File: src/chtd_pkg.sv
// Shared constants, types and helpers for the clustered hash table core.
package chtd_pkg;

   // Table geometry and data word layout
   localparam int MAX_CLUSTERS     = 4096;
   localparam int WAYS_PER_CLUSTER = 4;
   localparam int FLAG_POS         = 16;
   localparam int DEPTH_POS        = 18;
   localparam int SCORE_POS        = 48;

   localparam int SLOT_COUNT = MAX_CLUSTERS * WAYS_PER_CLUSTER;
   localparam int SLOT_W     = (SLOT_COUNT > 1) ? $clog2(SLOT_COUNT) : 1;
   localparam int CLUSTER_W  = (MAX_CLUSTERS > 1) ? $clog2(MAX_CLUSTERS) : 1;
   localparam int WAY_W      = (WAYS_PER_CLUSTER > 1) ? $clog2(WAYS_PER_CLUSTER) : 1;
   localparam int WAY_CNT_W  = $clog2(WAYS_PER_CLUSTER + 1);

   // Cluster count register and divisor
   localparam int CFG_W         = 13;
   localparam int CFG_RESET     = 4096;
   localparam int CNT_W         = $clog2(MAX_CLUSTERS + 1);
   localparam int DIV_W         = (CNT_W > CFG_W) ? CNT_W : CFG_W;
   localparam int KEY_W         = 64;
   localparam int BITS_PER_STEP = 8;
   localparam int DIV_STEPS     = KEY_W / BITS_PER_STEP;
   localparam int STEP_W        = $clog2(DIV_STEPS);

   // Opcodes
   localparam logic [1:0] OP_PROBE  = 2'd0;
   localparam logic [1:0] OP_INSERT = 2'd1;
   localparam logic [1:0] OP_CLEAR  = 2'd2;
   localparam logic [1:0] OP_NONE   = 2'd3;

   // One decoded request handed from front to back
   typedef struct packed {
      logic [1:0]           op;
      logic [KEY_W-1:0]     key;
      logic [63:0]          data;
      logic [CLUSTER_W-1:0] cluster;
   } job_type;

   // Queue status seen by both sides
   typedef struct packed {
      logic full;
      logic empty;
   } q_stat_type;

   // Pack the insert fields into one data word; overlapping fields OR together
   function automatic logic [63:0] pack_data(input logic [15:0] move,
                                             input logic [1:0]  flag,
                                             input logic [7:0]  depth,
                                             input logic [15:0] score);
      return 64'(move) | (64'(flag) << FLAG_POS) | (64'(depth) << DEPTH_POS)
           | (64'(score) << SCORE_POS);
   endfunction

   function automatic logic [7:0] depth_of(input logic [63:0] d);
      return 8'(d >> DEPTH_POS);
   endfunction

endpackage

File: src/chtd_queue.sv
// Two-entry request queue between front and back.
module chtd_queue (
   input  logic                 clock,
   input  logic                 reset,
   input  logic                 push,
   input  chtd_pkg::job_type    push_job,
   input  logic                 pop,
   output chtd_pkg::job_type    head_job,
   output chtd_pkg::q_stat_type stat
);

   chtd_pkg::job_type slot_ff [2];
   logic              wr_ptr_ff, rd_ptr_ff;
   logic [1:0]        count_ff;

   assign head_job   = slot_ff[rd_ptr_ff];
   assign stat.full  = (count_ff == 2'd2);
   assign stat.empty = (count_ff == 2'd0);

   always_ff @(posedge clock) begin
      if (reset) begin
         wr_ptr_ff <= 1'b0;
         rd_ptr_ff <= 1'b0;
         count_ff  <= 2'd0;
      end else begin
         if (push) wr_ptr_ff <= !wr_ptr_ff;
         if (pop)  rd_ptr_ff <= !rd_ptr_ff;
         count_ff <= count_ff + {1'b0, push} - {1'b0, pop};
      end
      if (push) slot_ff[wr_ptr_ff] <= push_job;
   end

endmodule

File: config.mk
export PLATFORM = sky130hd
export DESIGN_NAME = chtd_queue
export DESIGN_NICKNAME = d
export VERILOG_FILES = /design/src/chtd_pkg.sv /design/src/chtd_queue.sv
export SDC_FILE = /design/constraint.sdc
export NUM_CORES = 1
export LEC_CHECK = 0
export BUFFER_PORTS_ARGS = -buffer_cell sky130_fd_sc_hd__buf_2
export CORE_AREA = 3 3 201 144
export DETAILED_ROUTE_END_ITERATION = 10
export DIE_AREA = 0 0 204 147
export PLACE_DENSITY = 0.71
export SLEW_MARGIN = 10
export SYNTH_ARGS = -nofsm -noshare
export SYNTH_HDL_FRONTEND = slang
export SYNTH_SLANG_ARGS = --single-unit
File: constraint.sdc
create_clock -name clock -period 6.9 [get_ports clock]
set_clock_uncertainty 0.1 [all_clocks]
set_input_delay 0.345 -clock clock [delete_from_list [all_inputs] [get_ports clock]]
set_output_delay 0.345 -clock clock [all_outputs]
set_load 0.005 [all_outputs]
== After elaboration in Yosys (flattened, before gate mapping) ==
Memories as Yosys holds them, arrays and structs flattened. A register that Yosys moved wholly into a read port is not among the register bits.
Index checks and enable logic that the tools add are counted.

* Bits in registers: 4
* Latch bits: 0
* RAM bits: 284
* ROM bits: 0
* Logic and storage cells: 14
* Memories kept: 1

{| class="wikitable"
|+ Memories
! memory !! words !! bits a word !! read ports !! clocked after Yosys merged registers in !! wr ports !! line !! text
|-
| slot_ff || 2 || 142 || 1 || 1 || 1 || chtd_queue.sv:12 || <nowiki>chtd_pkg::job_type slot_ff [2];</nowiki>
|}

* Add/sub/neg operators: 2
* Multiply operators: 0
* Divide/modulo/power cells: 0
* Magnitude comparators: 0
* Eq/ne operators: 1
* Shifts and indexed selects: 0
* Mux-type cells: 4
* Bitwise logic cells: 0
* Reductions and logical operators: 3

{| class="wikitable"
|+ Operators by type and width
! cell !! count
|-
| $mux 1 || 4
|-
| $add 2x1->2 || 1
|-
| $eq 2x2->1 const B || 1
|-
| $logic_not 1->1 || 2
|-
| $logic_not 2->1 || 1
|-
| $sub 2x1->2 || 1
|}

== Longest topological paths before layout ==
* Depth in word-level cells: 3
* Depth in mapped cells: 6
* Gate-level depth less buffers: 6

== Worst setup path before layout ==
OpenSTA, ideal clock, no wires.

* Path kind: flip-flop to flip-flop
* From: register wr_ptr_ff
* To: memory slot_ff[0][0] (netlist bit) (enable)
* Setup time: 0.662 ns
* Arrival time: 6.600 ns
* Required time: 6.138 ns
* Slack: -0.462 ns
* Stages on the path, launching flop included: 2
* Path buffers: 0
* Clock period less this slack: 7.362 ns
* Cell sequence: dfxtp_1 > nor2b_1

{| class="wikitable"
|+ RTL lines
! item !! line !! text
|-
| from (decl) || chtd_queue.sv:13 || <nowiki>logic wr_ptr_ff, rd_ptr_ff;</nowiki>
|-
| from (signal assigned) || chtd_queue.sv:26 || <nowiki>if (push) wr_ptr_ff <= !wr_ptr_ff;</nowiki>
|-
| to (decl) || chtd_queue.sv:12 ||
|}

No word-level cell before the write port.

==> flow_summary.json <==
{
  "status": "finished, final reports clean",
  "stdcell_count": 1304,
  "ctsHtreeMaxLevel": 1,
  "place_inst": 1106,
  "insertion_delay_ps": 530,
  "final_cell_mix": "buf_2 (289), edfxtp_1 (284), dlygate4sd3_1 (146), mux2_4 (80), mux2_2 (62)",
  "routedWlPerCell_um": 17.5,
  "max_cap_viol_count": 0,
  "power_frac_clock_pct": 37.0,
  "grt_pass1_wl_mm": 35.2,
  "fp.dieW_um": 204,
  "overflow": 0,
  "core_sq_um": 26800,
  "setup_ws_ps": 3690,
  "worstHoldEndpoint": "slot_ff[0][122]",
  "timing.rr.start": "wr_ptr_ff",
  "r2r_end": "slot_ff[0][96]",
  "ir_drop_v": 0.000220,
  "pwr-share-comb_pct": 11.9,
  "met3_usage_pct": 4.72,
  "hold_path.class": "in -> reg",
  "regArea_sq_um": 8630,
  "swShare_pct": 21.2,
  "fin_crit_ps": 3210,
  "grt.busiest_layer": "met2",
  "yosysWarnings": 0,
  "worst_pin_slew_ps": 948,
  "finalSetupViolations": 0,
  "met2_usage_pct": 24.2,
  "relSlewSlack_pct": 36.8,
  "multi_input_area_sq_um": 2020,
  "synth-seq-area-share_pct": 80.0,
  "cts.repair.resized": 0,
  "postCtsHoldBufs": 146,
  "chipHeight_um": 147,
  "vias_per_cell": 4.54,
  "clock_tree.root_cell": "clkbuf_16",
  "fmax_mhz": 312,
  "gr-usage-met1_pct": 19.7,
  "drv_slew": 0,
  "arrival_ps": 2760,
  "power_mw": 4.09,
  "final_util_pct": 55.9,
  "crit_path_max_incr_delay_ps": 830,
  "timing.hold.ws_ps": 422,
  "cts_sinks": 289,
  "ys_types": 13,
  "num_io_pins": 290,
  "crit_path_start_kind": "register",
  "dpl_worst_slack_ps": 4210,
  "cts_setup_buffers": 0,
  "crit_type": "reg -> out",
  "cp_max_fo": 52,
  "cts_tree": "built",
  "grt_pass1_vias": 6348,
  "clk_path_buf_depth": 3,
  "vias": 5926,
  "nNetsFinal": 1067,
  "critPathCaptureType": "primary output",
  "rsz0062_at_grt": "false",
  "dieArea_sq_um": 30000,
  "area_growth_pct": 39.0,
  "min_from": "push_job[122]",
  "p_sw_mw": 0.867,
  "drive_above_1_share_pct": 51.3,
  "worst-endpoint-required_ps": 6450,
  "clkTransAtPathRegs_ps": 60,
  "crit_slowest_cell": "dfxtp_4",
  "ys_ff_latch": 289,
  "antenna_found_initial": 0,
  "avgSynthCellArea_sq_um": 23.3,
  "drtAntennaViolNets": 0,
  "track_usage_pct": 14.8,
  "dp_hpwl_mm": 13.7,
  "finalHoldViolCount": 0,
  "netlist_area_sq_um": 10800,
  "cts_inserted_buffers": 29,
  "routabilityCongestion": 0.715,
  "syn_inst": 463,
  "period_share_pct": 46.5,
  "drc_errors": 0,
  "portBuffers": 289,
  "rr_worst_depth": 2,
  "placed_cell_area_sq_um": 12600,
  "drtIter0Drc": 236,
  "firstDrtPassIters": 6,
  "wl_mm": 22.9,
  "crit_chain": "buf_4 > mux2_2 > buf_2",
  "fill_cells": 2034,
  "initial_utilization_pct": 40.2,
  "fin_setup_tns_ps": 0,
  "grt_max_degree": 70,
  "pwr-share-seq_pct": 51.1,
  "num_rows": 50,
  "syn_nets": 611,
  "worst-r2r-setup-slack_ps": 4790,
  "powerDensity_nw_per_um2": 273,
  "fin_area_sq_um": 15000,
  "p_int_mw": 3.22,
  "leakagePower_nw": 5.84,
  "n_antenna_cell": 0,
  "final_common_cell": "buf_2",
  "whs_path_depth": 2
}
## sequential cells by signal, indices dropped and copies added (netlist names), named ones only
| name | cells |
|---|---|
| count_ff | 2 |
| rd_ptr_ff | 1 |
| slot_ff | 284 |
| wr_ptr_ff | 1 |
## per-layer routing
layer	routed length [um]	share of wire, %
met1	9840	43
met2	10800	47
met3	1830	8.0
met4	399	1.7
met5	0	0
## worst max-delay path by stage
stage	cells past startpoint	from	slack, ps	end
floorplan	1	push	2320	slot_ff[0][0]
global placement	3	register	4200	head_job[44]
global route	3	register	3490	head_job[15]
CTS	3	register	3620	head_job[44]
detailed placement	3	register	4210	head_job[44]
finish	3	register	3690	head_job[15]
## worst max-delay path: cells and delay by family, from the launching register on
kind / cells / cell delay (ps)
flip-flops: 1 / 830
buffers and inverters: 2 / 930
multiplexers: 1 / 420
## cell type report
class / instances / area share, %
Clock buffer: 41 / 5.41
Clock inverter: 11 / 0.809
Inverter: 2 / 0.0501
Multi-Input combinational cell: 156 / 13.5
Sequential cell: 289 / 57.6
Tap cell: 364 / 3.04
Timing Repair Buffer: 441 / 19.7
## synth_stat cells (all sizes together)
cell / n / share of area, %
nor2b: 3 / 0.17
edfxtp: 284 / 79
xnor3: 1 / 0.21
mux2: 142 / 18
and2: 1 / 0.058
buf: 16 / 1.3
xnor2: 2 / 0.16
dfxtp: 5 / 0.93
inv: 2 / 0.070
nor2: 5 / 0.17
ha: 2 / 0.23
## logic make-up (layout without fill, tap and decap cells)
logic type | count (synthesis) | in the layout | share of synthesized area, %
xor+xnor | 3 | 3 | 0.371
fa+ha+maj | 2 | 2 | 0.232
buf+inv | 18 | 495 | 1.39
flops | 289 | 289 | 80.0
mux | 142 | 142 | 17.6
simple gates | 9 | 9 | 0.406
## power by group through the flow
stage | Combinational (mW) | Sequential [mW] | Clock (mW)
after CTS | 0.490 | 2.09 | 1.56
after global placement | 0.418 | 2.12 | 0
after floorplan | 0.248 | 2.12 | 0
final | 0.488 | 2.09 | 1.51
after detailed placement | 0.421 | 2.13 | 0
after global routing | 0.527 | 2.10 | 1.63
Note: power is estimated with default switching activity, not from simulation.
