File: src/chtd_pkg.sv
// Shared constants, types and helpers for the clustered hash table core.
package chtd_pkg;

   // Table geometry and data word layout
   localparam int MAX_CLUSTERS     = 4096;
   localparam int WAYS_PER_CLUSTER = 4;
   localparam int FLAG_POS         = 16;
   localparam int DEPTH_POS        = 18;
   localparam int SCORE_POS        = 48;

   localparam int SLOT_COUNT = MAX_CLUSTERS * WAYS_PER_CLUSTER;
   localparam int SLOT_W     = (SLOT_COUNT > 1) ? $clog2(SLOT_COUNT) : 1;
   localparam int CLUSTER_W  = (MAX_CLUSTERS > 1) ? $clog2(MAX_CLUSTERS) : 1;
   localparam int WAY_W      = (WAYS_PER_CLUSTER > 1) ? $clog2(WAYS_PER_CLUSTER) : 1;
   localparam int WAY_CNT_W  = $clog2(WAYS_PER_CLUSTER + 1);

   // Cluster count register and divisor
   localparam int CFG_W         = 13;
   localparam int CFG_RESET     = 4096;
   localparam int CNT_W         = $clog2(MAX_CLUSTERS + 1);
   localparam int DIV_W         = (CNT_W > CFG_W) ? CNT_W : CFG_W;
   localparam int KEY_W         = 64;
   localparam int BITS_PER_STEP = 8;
   localparam int DIV_STEPS     = KEY_W / BITS_PER_STEP;
   localparam int STEP_W        = $clog2(DIV_STEPS);

   // Opcodes
   localparam logic [1:0] OP_PROBE  = 2'd0;
   localparam logic [1:0] OP_INSERT = 2'd1;
   localparam logic [1:0] OP_CLEAR  = 2'd2;
   localparam logic [1:0] OP_NONE   = 2'd3;

   // One decoded request handed from front to back
   typedef struct packed {
      logic [1:0]           op;
      logic [KEY_W-1:0]     key;
      logic [63:0]          data;
      logic [CLUSTER_W-1:0] cluster;
   } job_type;

   // Queue status seen by both sides
   typedef struct packed {
      logic full;
      logic empty;
   } q_stat_type;

   // Pack the insert fields into one data word; overlapping fields OR together
   function automatic logic [63:0] pack_data(input logic [15:0] move,
                                             input logic [1:0]  flag,
                                             input logic [7:0]  depth,
                                             input logic [15:0] score);
      return 64'(move) | (64'(flag) << FLAG_POS) | (64'(depth) << DEPTH_POS)
           | (64'(score) << SCORE_POS);
   endfunction

   function automatic logic [7:0] depth_of(input logic [63:0] d);
      return 8'(d >> DEPTH_POS);
   endfunction

endpackage

File: src/chtd_front.sv
// Front end: accepts requests, reduces the key modulo the cluster count.
module chtd_front (
   input  logic                          clock,
   input  logic                          reset,
   input  logic                          start,
   input  logic                          busy,
   input  logic [1:0]                    req_opcode,
   input  logic [63:0]                   req_lookup_key,
   input  logic [15:0]                   req_best_move,
   input  logic [1:0]                    req_bound_flag,
   input  logic [7:0]                    req_search_depth,
   input  logic signed [15:0]            req_eval_score,
   input  logic [chtd_pkg::CFG_W-1:0]    clusters,
   input  chtd_pkg::q_stat_type          q_stat,
   output logic                          front_busy,
   output logic                          q_push,
   output chtd_pkg::job_type             q_job
);

   localparam logic [1:0] F_IDLE = 2'd0;
   localparam logic [1:0] F_DIV  = 2'd1;
   localparam logic [1:0] F_PUSH = 2'd2;

   logic [1:0]                      state_ff, state_in;
   logic [chtd_pkg::STEP_W-1:0]     step_ff, step_in;
   logic [chtd_pkg::KEY_W-1:0]      shift_ff, shift_in;
   logic [chtd_pkg::DIV_W-1:0]      rem_ff, rem_in;
   logic [chtd_pkg::DIV_W-1:0]      div_ff, div_in;
   chtd_pkg::job_type               job_ff, job_in;
   logic                            accept;
   logic [chtd_pkg::DIV_W-1:0]      cfg_ext;

   assign accept     = start && !busy;
   assign front_busy = (state_ff != F_IDLE);
   assign q_push     = (state_ff == F_PUSH) && !q_stat.full;
   assign q_job      = job_ff;
   assign cfg_ext    = chtd_pkg::DIV_W'(clusters);

   // Divisor clamp, restoring remainder steps, next state
   always_comb begin
      logic [chtd_pkg::DIV_W-1:0] r;
      logic [chtd_pkg::DIV_W:0]   t;
      logic [chtd_pkg::KEY_W-1:0] k;
      state_in = state_ff;
      step_in  = step_ff;
      shift_in = shift_ff;
      rem_in   = rem_ff;
      div_in   = div_ff;
      job_in   = job_ff;
      r = rem_ff;
      k = shift_ff;
      for (int i = 0; i < chtd_pkg::BITS_PER_STEP; i++) begin
         t = {r, k[chtd_pkg::KEY_W-1]};
         k = k << 1;
         if (t >= {1'b0, div_ff}) t = t - {1'b0, div_ff};
         r = t[chtd_pkg::DIV_W-1:0];
      end
      unique case (state_ff)
         F_IDLE: begin
            if (accept && req_opcode != chtd_pkg::OP_NONE) begin
               job_in.op   = req_opcode;
               job_in.key  = req_lookup_key;
               job_in.data = chtd_pkg::pack_data(req_best_move, req_bound_flag,
                                                 req_search_depth, req_eval_score);
               job_in.cluster = '0;
               shift_in = req_lookup_key;
               rem_in   = '0;
               step_in  = '0;
               if (cfg_ext == '0) div_in = chtd_pkg::DIV_W'(1);
               else if (cfg_ext > chtd_pkg::DIV_W'(chtd_pkg::MAX_CLUSTERS))
                  div_in = chtd_pkg::DIV_W'(chtd_pkg::MAX_CLUSTERS);
               else div_in = cfg_ext;
               state_in = (req_opcode == chtd_pkg::OP_CLEAR) ? F_PUSH : F_DIV;
            end
         end
         F_DIV: begin
            shift_in = k;
            rem_in   = r;
            step_in  = step_ff + 1'b1;
            if (step_ff == chtd_pkg::STEP_W'(chtd_pkg::DIV_STEPS - 1)) begin
               job_in.cluster = chtd_pkg::CLUSTER_W'(r);
               state_in = F_PUSH;
            end
         end
         F_PUSH: begin
            if (!q_stat.full) state_in = F_IDLE;
         end
         default: state_in = F_IDLE;
      endcase
   end

   always_ff @(posedge clock) begin
      if (reset) state_ff <= F_IDLE;
      else       state_ff <= state_in;
      step_ff  <= step_in;
      shift_ff <= shift_in;
      rem_ff   <= rem_in;
      div_ff   <= div_in;
      job_ff   <= job_in;
   end

endmodule

File: config.mk
export PLATFORM = sky130hd
export DESIGN_NAME = chtd_front
export DESIGN_NICKNAME = d
export VERILOG_FILES = /design/src/chtd_pkg.sv /design/src/chtd_front.sv
export SDC_FILE = /design/constraint.sdc
export NUM_CORES = 1
export LEC_CHECK = 0
export BUFFER_PORTS_ARGS = -buffer_cell sky130_fd_sc_hd__buf_2
export CORE_MARGIN = 5
export CORE_UTILIZATION = 30
export DETAILED_ROUTE_END_ITERATION = 6
export PLACE_DENSITY = 0.52
export SLEW_MARGIN = 10
export SYNTH_ARGS = -nofsm -noshare
export SYNTH_HDL_FRONTEND = slang
export SYNTH_SLANG_ARGS = --single-unit
File: constraint.sdc
create_clock -name clock -period 59 [get_ports clock]
set_input_delay 11.8 -clock clock [delete_from_list [all_inputs] [get_ports clock]]
set_output_delay 11.8 -clock clock [all_outputs]
set_load 0.05 [all_outputs]
# Word level (Yosys, flattened, before mapping)
# Index checks and enable logic that the tools add are counted.
dict set report word_totals {
  output_inout_bits 144
  rom_bits 0
  mem_bits_rw 0
  regBits 237
  latchBits 0
  memories 0
  wordCells 76
}
dict set report op_classes {
  add_sub_neg 9
  n_mul 0
  n_bitwise 3
  order_cmp 9
  n_div 0
  n_reduce_logical 14
  shifts 0
  muxes 23
  eq_ne 8
}
# op n
set ops {}
lappend ops {{13-bit two-way mux} 10}
lappend ops {{64-bit case mux with 2 select lines} 1}
lappend ops {{14-bit by 13-bit >= comparator with 1-bit output} 8}
lappend ops {{13-bit subtractor} 8}
lappend ops {{64-bit two-way mux} 1}
lappend ops {{26-bit by 64-bit OR with 64-bit output} 1}
lappend ops {{18-bit by 26-bit OR with 26-bit output} 1}
lappend ops {{13-bit case mux with 2 select lines} 1}
lappend ops {{12-bit two-way mux} 2}
lappend ops {{12-bit case mux with 2 select lines} 1}
lappend ops {{16-bit by 18-bit OR with 18-bit output} 1}
lappend ops {{13-bit greater-than comparator, second input constant} 1}
lappend ops {{13-bit zero test} 1}
lappend ops {{2-bit two-way mux} 4}
lappend ops {{2-bit != test, second input constant} 4}
lappend ops {{2-bit case mux with 3 select lines} 1}
lappend ops {{3-bit case mux with 2 select lines} 1}
lappend ops {{3-bit AND reduction} 2}
lappend ops {{2-bit equality test, second input constant} 2}
lappend ops {{2-bit AND reduction} 2}
lappend ops {{2-bit nonzero test} 2}
lappend ops {{3-bit by 1-bit adder with 3-bit output, second input constant} 1}
lappend ops {{3-bit equality test, second input constant} 1}
lappend ops {{1-bit logical AND} 3}
lappend ops {{5 further kinds} 6}

# Logic depth before layout (Yosys ltp)
# Gate-level depths: netlist (run 1).
dict set report depth {
  word_depth 18
  mapped_depth 101
}

# Worst setup path before layout (run 1)
# No wires, ideal clock.
dict set report synth_timing {
  path_type {input-to-output}
  start {input q_stat[1] (netlist name)}
  end {output q_push}
  path_buffers 0
  path_slack_ps 34256
  arrival_time_ps 12944
  path_stages 1
  required_ps 47200
  path_cell_list {nor3b_1}
}
dict set report synth_via {
  elab_chain_len 2
}
# item line
set synth_lines {}
lappend synth_lines {{start, declared} chtd_front.sv:14} ;# input chtd_pkg::q_stat_type q_stat,
lappend synth_lines {{1-bit zero test} n/a}
lappend synth_lines {{1-bit logical AND} chtd_front.sv:35} ;# assign q_push = (state_ff == F_PUSH) && !q_stat.full;
lappend synth_lines {{end, declared} chtd_front.sv:16} ;# output logic q_push,
# No other way between the ends.

# Worst setup path in the final report (run 1)
# Same ends and word-level chain as after synthesis.

==> run summary, run 1 <==
Setup TNS -> 0 ns
Area grow syn2layout -> 18.5%
Worst reg2reg setup slack -> 35.03 ns
GRT Overall Usage -> 14.7%
Commonest non-fill, non-tap cells in the layout -> 247 x buf_2, 225 x nand2_1, 213 x edfxtp_1
Synth cell types -> 79
Area used by multi-input combinational logic -> 6840 µm²
Worst hold path type -> reg2reg
Ys async rst share -> 0%
Largest area contributor in the netlist -> edfxtp_1
Core area -> 45400 µm²
Startpoint types -> input pin
Crit path capture type -> primary output
I/O Buffers -> 247
Post-synthesis mux area share -> 4.36%
Vias in the first global route -> 10800
Ys flop type -> edfxtp_1
H-tree Lvls -> 1
Clk root buf -> clkbuf_16
Mapped Area -> 13700 µm²
Initial DRC Count -> 569
Initial core utilization -> 30.3%
Final wirelength -> 38300 µm
Layout Nets -> 1804
XOR/XNOR Fraction of Synth Area -> 4.40%
Fraction of layout cells with a size suffix above 1 -> 22.4%
Storage cell area -> 6440 µm²
Arrival @ worst endpoint -> 12.37 ns
Status -> finished clean
Most area-consuming cells after synthesis -> edfxtp_1 47%, ha_1 9.7%, nand2_1 6.1%
CP required -> 47.20 ns
Adder-Cell Fraction of Synth Area -> 10.8%
Num CTS Buffers -> 23
Synth top area share -> 46.6%
Period utilisation layout -> 41.0%
Slew @ Worst Pin -> 1.08 ns
TritonCTS clock tree -> built
Vias per std cell -> 4.84
Clock Pin Slew Worst Setup and Hold Paths -> 0.07 ns
Post-CTS Resized -> 0
FP Rows -> 78
Pins Over Slew Limit -> 0
Max Clock Freq -> 41.4 MHz
Setup violators final -> 0
Register area share after synthesis -> 46.9%
Utilization after layout -> 35.9%
Routability cong. -> 0.868
First-pass GRT wire length -> 59400 µm
Average wire per standard cell -> 17.6 µm
Complex-gate fraction of the synthesized area -> 14.0%
Largest family of logic cells by synthesized area -> simple AND/OR/NAND/NOR gates
Total congestion overflow -> 0
Maximum clock insertion buffer count -> 3
Post-CTS setup buffer count -> 0
RSZ-0062 raised after global routing -> no
DRT Pass-1 Iters -> 5
DRC viols -> 0
Final min period -> 24.17 ns
Largest net degree at the start of global routing -> 81
CTS Sinks -> 215
HPWL Detailed -> 29200 µm
Antenna violations before repair -> 2
Seq cells post-synth -> 215
Vias -> 10500
CP Class -> in2out
DIE AREA -> 50200 µm²
Skew-Pair Late Insertion Delay -> 0.52 ns
Rel. slew slack -> 28.1%
Post-synth EDFFs -> 213
Die width -> 224 µm
I/O pin cnt -> 271
Skew final -> 0.0285 ns
CP Max Fanout -> 2
Fillers -> 4578
Synth Area in Simple Gates -> 15.4%
Post-CTS Hold Fix Bufs -> 0
ANT cells -> 0
Synth Area per Inst -> 10.4 µm²
Routed Antenna Nets -> 0
Hold_ws -> 0.492 ns
Most common cell after layout, fill and taps aside -> buf_2
Yosys warnings -> 0
Die height -> 224 µm
Gate Count Post-Synth -> 1316
Final hold viol count -> 0
MaxCap Viol Count -> 0
synthesized netlist by cell type, drive strengths merged, types with 19 or more instances:
master  number
a21o        34
a21oi       63
buf         30
clkbuf      23
edfxtp     213
ha         106
inv         73
mux2        31
mux2i       25
nand2      225
nand2b      19
nor2        99
nor2b       26
o21ai       59
xnor2       46
xor2        23
worst paths after layout:
check,endpoint,from,cells past startpoint
max,q_push,q_stat[1],3
min,shift_ff[47]$_DFFE_PP_,shift_ff[39]$_DFFE_PP_,2
max reg2reg,q_job[5]$_SDFFCE_PN0P_,div_ff[7]$_SDFFCE_PP0P_,87
min reg2reg,shift_ff[47]$_DFFE_PP_,shift_ff[39]$_DFFE_PP_,2
area by class of cell:
class                   count  share of cell area, %
clock inverters            13                  0.584
multi-input cells         996                   42.0
clock buffers              27                   3.63
well taps                 600                   4.61
repair buffers            254                   7.92
flip-flops and latches    215                   39.6
inverters                  73                   1.68
metrics by stage:
stage                     instance area [µm²]  std cells  worst slack, ns
after global placement                  15600       2138            34.83
after global routing                    16300       2178            33.20
after floorplan                         13800       1337            34.26
after detailed placement                15600       2138            34.82
final                                   16300       2178            34.83
after CTS                               16300       2178            34.82
kinds of logic (layout without fill, tap and decap cells):
family / count (synthesis) / count (layout)
simple gates: 464 / 464
compound gates: 271 / 271
flops: 215 / 215
buf+inv: 126 / 367
fa+ha+maj: 114 / 114
xor+xnor: 69 / 69
mux: 56 / 56
other cells: 1 / 22
registers in the layout, summed over array words and instances (netlist names):
signal    count
q_job       120
shift_ff     64
div_ff       13
rem_ff       13
step_ff       3
state_ff      2
metal layers:
metal	GRT usage, %	vias up	routed length (µm)
li1	-	5231	-
met1	18.1	4938	16100
met2	25.9	280	18700
met3	3.05	79	2190
met4	4.84	4	1280
met5	0	-	27
critical path: stages:
cell	delay, ns
buf_2	0.10
nor3b_1	0.16
buf_2	0.30
Power of run 1 is not shown: default switching activity piles up to over one toggle a cycle in this logic, so the estimate is an artifact.
==> run 2, diff against run 1 <==
==> constraint.sdc (replaced) <==
create_clock -name clock -period 23.7 [get_ports clock]
set_input_delay 4.74 -clock clock [delete_from_list [all_inputs] [get_ports clock]]
set_output_delay 4.74 -clock clock [all_outputs]
set_load 0.05 [all_outputs]
==> run 2 against run 1 <==
  * Register-to-register slack got worse by 33 ns
  * Routed wire length grew 2.0%
  * Non-clock buffer count increased by 34
  * Sequential cell count is the same
  * Hold slack improved by 0.0099 ns
  * Final cell count increased by 1.6%
  * Worst setup slack lost 33 ns
  * First-iteration DRC count is 15% higher
  * Critical path type is now reg2reg
==> run summary, run 2 (same netlist as run 1, synthesis figures left out) <==
Status -> finished clean (unchanged)
I/O Buffers -> 247 (unchanged)
CP Class -> reg2reg (was in2out)
Skew final -> 0.0290 ns (was 0.0285 ns)
Wire length on met2 -> 19300 µm (was 18700 µm)
H-tree Lvls -> 1 (unchanged)
Post-CTS Hold Fix Bufs -> 0 (unchanged)
Antenna violations before repair -> 1 (was 2)
I/O pin cnt -> 271 (unchanged)
Rel. slew slack -> 32.3% (was 28.1%)
CP required -> 23.98 ns (was 47.20 ns)
Layout Nets -> 1837 (was 1804)
Skew-Pair Late Insertion Delay -> 0.53 ns (was 0.52 ns)
Startpoint types -> register (was input pin)
Fraction of layout cells with a size suffix above 1 -> 24.4% (was 22.4%)
CP Max Fanout -> 16 (was 2)
Vias per std cell -> 4.81 (was 4.84)
Arrival @ worst endpoint -> 22.28 ns (was 12.37 ns)
HPWL Detailed -> 30300 µm (was 29200 µm)
Routed Antenna Nets -> 0 (unchanged)
Vias in the first global route -> 10600 (was 10800)
Max Clock Freq -> 45.4 MHz
Utilization after layout -> 36.5% (was 35.9%)
TritonCTS clock tree -> built (unchanged)
Slowest stage delay, CP -> 0.52 ns (was 0.30 ns)
DRT Pass-1 Iters -> 5 (unchanged)
Commonest non-fill, non-tap cells in the layout -> 247 x buf_2, 224 x nand2_1, 213 x edfxtp_1 (was 247 x buf_2, 225 x nand2_1, 213 x edfxtp_1)
Met3 wire len -> 2360 µm (was 2190 µm)
Routability cong. -> 0.869 (was 0.868)
Core area -> 45400 µm² (unchanged)
Clock Pin Slew Worst Setup and Hold Paths -> 0.06 ns (was 0.07 ns)
Total congestion overflow -> 0 (unchanged)
Initial core utilization -> 30.3% (unchanged)
Largest net degree at the start of global routing -> 78 (was 81)
Period utilisation layout -> 92.8%
Area grow syn2layout -> 20.6% (was 18.5%)
Final wirelength -> 39000 µm (was 38300 µm)
Vias -> 10700 (was 10500)
Final min period -> 22.00 ns
Slew @ Worst Pin -> 1.01 ns (was 1.08 ns)
Final hold viol count -> 0 (unchanged)
Most frequent CP cell -> o21ai_0 (was buf_2)
Average wire per standard cell -> 17.6 µm (about the same)
Clk root buf -> clkbuf_16 (unchanged)
Finished Layout Cells -> 2213 (was 2178)
First-pass GRT wire length -> 59300 µm (was 59400 µm)
MaxCap Viol Count -> 0 (unchanged)
CTS Sinks -> 215 (unchanged)
Crit path capture type -> register (was primary output)
Initial DRC Count -> 654 (was 569)
DRC viols -> 0 (unchanged)
Worst hold path type -> reg2reg (unchanged)
DR top layer -> met5 (unchanged)
Pins Over Slew Limit -> 0 (unchanged)
Num CTS Buffers -> 22 (was 23)
Die width -> 224 µm (unchanged)
Setup violators final -> 0 (unchanged)
FP Rows -> 78 (unchanged)
DIE AREA -> 50200 µm² (unchanged)
Most common cell after layout, fill and taps aside -> buf_2 (unchanged)
Number of flip-flops in the largest register -> 120 (unchanged)
Met1 Wirelength -> 16300 µm (was 16100 µm)
Die height -> 224 µm (unchanged)
GRT Overall Usage -> 14.8% (was 14.7%)
Worst reg2reg setup slack -> 1.70 ns (was 35.03 ns)
Cell count after placement -> 2169 (was 2138)
Critical-path top delay cell -> fa_1 (was buf_2)
Maximum clock insertion buffer count -> 3 (unchanged)
[run 2: changes by cell type in the layout (fill, tap and decap cells not counted), sizes merged]
cell      before  now
buf          254  288
bufinv         1    2
clkbuf        27   26
clkinvlp       0    1
diode          0    1
inv           76   75
[run 2: final cells by class]
type,count,area (µm²)
Antenna cell,1,2.50
Clock buffer,26,566
Clock inverter,14,135
Fill cell,4627,28800
Inverter,73,274
Multi-Input combinational cell,996,6860
Sequential cell,215,6440
Tap cell,600,751
Timing Repair Buffer,288,1540
[run 2: timing repair]
action                     4_1_cts  5_1_grt
setup endpoints to repair        0       25
gates resized for setup          0        9
buffers inserted                 0        3
[run 2: metal layers]
metal  vias up  global-route usage (%)
met5         -                       0
met4         2                    4.23
met3        66                    3.26
met2       279                    26.2
met1      5005                    18.1
li1       5300                       -
[run 2: through the flow]
| stage | setup WS (ns) | hold slack [ns] | setup TNS (ns) | instance area (µm²) |
|---|---|---|---|---|
| floorplan | 4.30 | 0.484 | 0 | 13800 |
| global placement | 1.34 | 0.494 | 0 | 15800 |
| detailed placement | 1.10 | 0.493 | 0 | 15800 |
| CTS | 0.984 | 0.503 | 0 | 16500 |
| global route | -0.0252 | 0.532 | -0.0487 | 16600 |
| finish | 1.70 | 0.502 | 0 | 16600 |
[run 2: path summary, 6_finish.rpt]
path                             to  depth (start not counted)                     start
max          q_job[0]$_SDFFCE_PN0P_                         90  div_ff[11]$_SDFFCE_PP0P_
min          shift_ff[31]$_DFFE_PP_                          2    shift_ff[23]$_DFFE_PP_
max reg2reg  q_job[0]$_SDFFCE_PN0P_                         90  div_ff[11]$_SDFFCE_PP0P_
min reg2reg  shift_ff[31]$_DFFE_PP_                          2    shift_ff[23]$_DFFE_PP_
[run 2: worst max-delay path, delay by kind of cell, from the launching register on]
| kind | cells | cell delay [ns] |
|---|---|---|
| muxes | 3 | 1.13 |
| DFF | 1 | 0.36 |
| and+or+nand+nor | 18 | 3.36 |
| buffers and inverters | 6 | 1.01 |
| AOI/OAI and AO/OA | 55 | 12.82 |
| adders and majority gates | 8 | 3.08 |
Power of run 2 is left out for the same reason.
==> run 3, diff against run 2 <==
--- a/config.mk
+++ b/config.mk
@@ -9,6 +9,7 @@
 export CORE_MARGIN = 5
 export CORE_UTILIZATION = 30
 export DETAILED_ROUTE_END_ITERATION = 6
+export GPL_TIMING_DRIVEN = 0
 export PLACE_DENSITY = 0.52
 export SLEW_MARGIN = 10
 export SYNTH_ARGS = -nofsm -noshare
==> run 3 against run 2 <==
  * Non-clock buffer count increased by 53
  * Global-route usage grew 0.32 points
  * Clock skew shrank 0.0012 ns
  * Largest cell class unchanged
  * Highest routed layer unchanged
==> run summary, run 3 (same netlist as run 1, synthesis figures left out) <==
Layout Nets -> 1890 (was 1837)
Post-CTS Hold Fix Bufs -> 0 (unchanged)
Core area -> 45400 µm² (unchanged)
Critical-path top delay cell -> edfxtp_1 (was fa_1)
Fraction of layout cells with a size suffix above 1 -> 26.4% (was 24.4%)
Maximum clock insertion buffer count -> 3 (unchanged)
Vias per std cell -> 4.79 (was 4.81)
Status -> finished clean (unchanged)
Average wire per standard cell -> 17.7 µm (was 17.6 µm)
Arrival @ worst endpoint -> 22.60 ns (was 22.28 ns)
Met3 wire len -> 2070 µm (was 2360 µm)
Total congestion overflow -> 0 (unchanged)
Rel. slew slack -> 29.7% (was 32.3%)
MaxCap Viol Count -> 0 (unchanged)
Initial DRC Count -> 599 (was 654)
Final wirelength -> 40100 µm (was 39000 µm)
Hold wc startpoint -> shift_ff[37]$_DFFE_PP_ (was shift_ff[23]$_DFFE_PP_)
Final hold viol count -> 0 (unchanged)
Antenna violations before repair -> 3 (was 1)
First-pass GRT wire length -> 60300 µm (was 59300 µm)
Period utilisation layout -> 94.3% (was 92.8%)
Area grow syn2layout -> 23.9% (was 20.6%)
Die width -> 224 µm (unchanged)
DR top layer -> met5 (unchanged)
CP Max Fanout -> 10 (was 16)
Pre-CTS setup slack -> -0.0144 ns (was 1.10 ns)
Wire length on met2 -> 19900 µm (was 19300 µm)
Worst R2R End -> rem_ff[7]$_SDFFCE_PN0P_ (was q_job[0]$_SDFFCE_PN0P_)
Num CTS Buffers -> 22 (unchanged)
Slowest stage delay, CP -> 0.54 ns (was 0.52 ns)
Initial core utilization -> 30.3% (unchanged)
Worst R2R Path Depth -> 95 (was 90)
Met1 Wirelength -> 16700 µm (was 16300 µm)
Routability cong. -> 0.851 (was 0.869)
Setup violators final -> 0 (unchanged)
Routed Antenna Nets -> 0 (unchanged)
TritonCTS clock tree -> built (unchanged)
Hold path endpoint -> shift_ff[45]$_DFFE_PP_ (was shift_ff[31]$_DFFE_PP_)
Worst hold path type -> reg2reg (unchanged)
CP Class -> reg2reg (unchanged)
CTS Sinks -> 215 (unchanged)
Most common cell after layout, fill and taps aside -> buf_2 (unchanged)
Final worst slack -> 1.35 ns (was 1.70 ns)
Skew final -> 0.0277 ns (was 0.0290 ns)
DRT Pass-1 Iters -> 4 (was 5)
Max Clock Freq -> 44.7 MHz (was 45.4 MHz)
Vias in the first global route -> 10800 (was 10600)
Crit path capture type -> register (unchanged)
DIE AREA -> 50200 µm² (unchanged)
HPWL Detailed -> 31200 µm (was 30300 µm)
Startpoint types -> register (unchanged)
FP Rows -> 78 (unchanged)
Skew-Pair Late Insertion Delay -> 0.52 ns (was 0.53 ns)
Hold Path Stages -> 2 (unchanged)
Worst R2R Start -> div_ff[0]$_SDFFCE_PP1P_ (was div_ff[11]$_SDFFCE_PP0P_)
Commonest non-fill, non-tap cells in the layout -> 253 x buf_2, 223 x nand2_1, 213 x edfxtp_1 (was 247 x buf_2, 224 x nand2_1, 213 x edfxtp_1)
I/O Buffers -> 247 (unchanged)
Vias -> 10800 (was 10700)
Die height -> 224 µm (unchanged)
Cell count after placement -> 2191 (was 2169)
Pins Over Slew Limit -> 0 (unchanged)
Final min period -> 22.35 ns (was 22.00 ns)
Clock Pin Slew Worst Setup and Hold Paths -> 0.06 ns (about the same)
Clk root buf -> clkbuf_16 (unchanged)
Finished Layout Cells -> 2262 (was 2213)
Largest net degree at the start of global routing -> 33 (was 78)
RSZ-0062 raised after global routing -> no
I/O pin cnt -> 271 (unchanged)
ANT cells -> 0 (was 1)
Most frequent CP cell -> o21ai_0 (unchanged)
CP required -> 23.95 ns (was 23.98 ns)
DRC viols -> 0 (unchanged)
Slew @ Worst Pin -> 1.05 ns (was 1.01 ns)
GRT Overall Usage -> 15.1% (was 14.8%)
Worst reg2reg setup slack -> 1.35 ns (was 1.70 ns)
Number of flip-flops in the largest register -> 120 (unchanged)
H-tree Lvls -> 1 (unchanged)
[run 3: timing repair]
action | CTS | global route
endpoints found under the setup margin | 4 | 25
pin swaps | 0 | 5
cloned | 0 | 0
gates resized for setup | 0 | 37
buffers inserted | 2 | 32
[run 3: metrics by stage]
stage	area [µm²]	setup TNS (ns)	hold slack, ns	util [%]
6_report	17000	0	0.507	37.5
4_1_cts	16600	0	0.506	36.7
3_5_place_dp	16000	-0.0286	0.494	35.2
3_3_place_gp	15800	-0.0515	0.491	34.8
2_1_floorplan	13800	0	0.484	-
5_1_grt	17000	0	0.523	37.5
[run 3: cell type report]
cell class	instances	area (µm²)
fill	4589	28400
multi-input combinational	996	6930
sequential	215	6440
timing repair buffer	288	1650
tap	600	751
clock buffer	25	562
buffer	53	305
inverter	73	304
clock inverter	12	87.6
[run 3: how the worst max path moves through the flow]
stage	cells after the start	from	slack, ns	endpoint
3_3_place_gp	94	div_ff[1]$_SDFFCE_PP0P_	-0.03	q_job[0]$_SDFFCE_PN0P_
5_1_grt	96	div_ff[5]$_SDFFCE_PP0P_	0.01	q_job[7]$_SDFFCE_PN0P_
4_1_cts	92	div_ff[0]$_SDFFCE_PP1P_	0.08	rem_ff[0]$_SDFFCE_PN0P_
6_report	95	div_ff[0]$_SDFFCE_PP1P_	1.35	rem_ff[7]$_SDFFCE_PN0P_
2_1_floorplan	93	div_ff[0]$_SDFFCE_PP1P_	4.30	q_job[1]$_SDFFCE_PN0P_
3_5_place_dp	93	div_ff[1]$_SDFFCE_PP0P_	-0.01	q_job[0]$_SDFFCE_PN0P_
[run 3: worst max-delay path: cells and delay by family (launching register included)]
family / cells / cell delay (ns)
muxes: 6 / 2.01
DFF: 1 / 0.54
and+or+nand+nor: 20 / 3.52
adders and majority gates: 9 / 3.15
buffers and inverters: 9 / 1.86
AOI/OAI and AO/OA: 51 / 10.92
[run 3: metal layers]
metal	vias to the layer above	GRT usage, %
li1	5398	-
met1	5038	18.3
met2	305	26.6
met3	89	2.83
met4	6	5.65
met5	-	0
Power of run 3 is left out for the same reason.
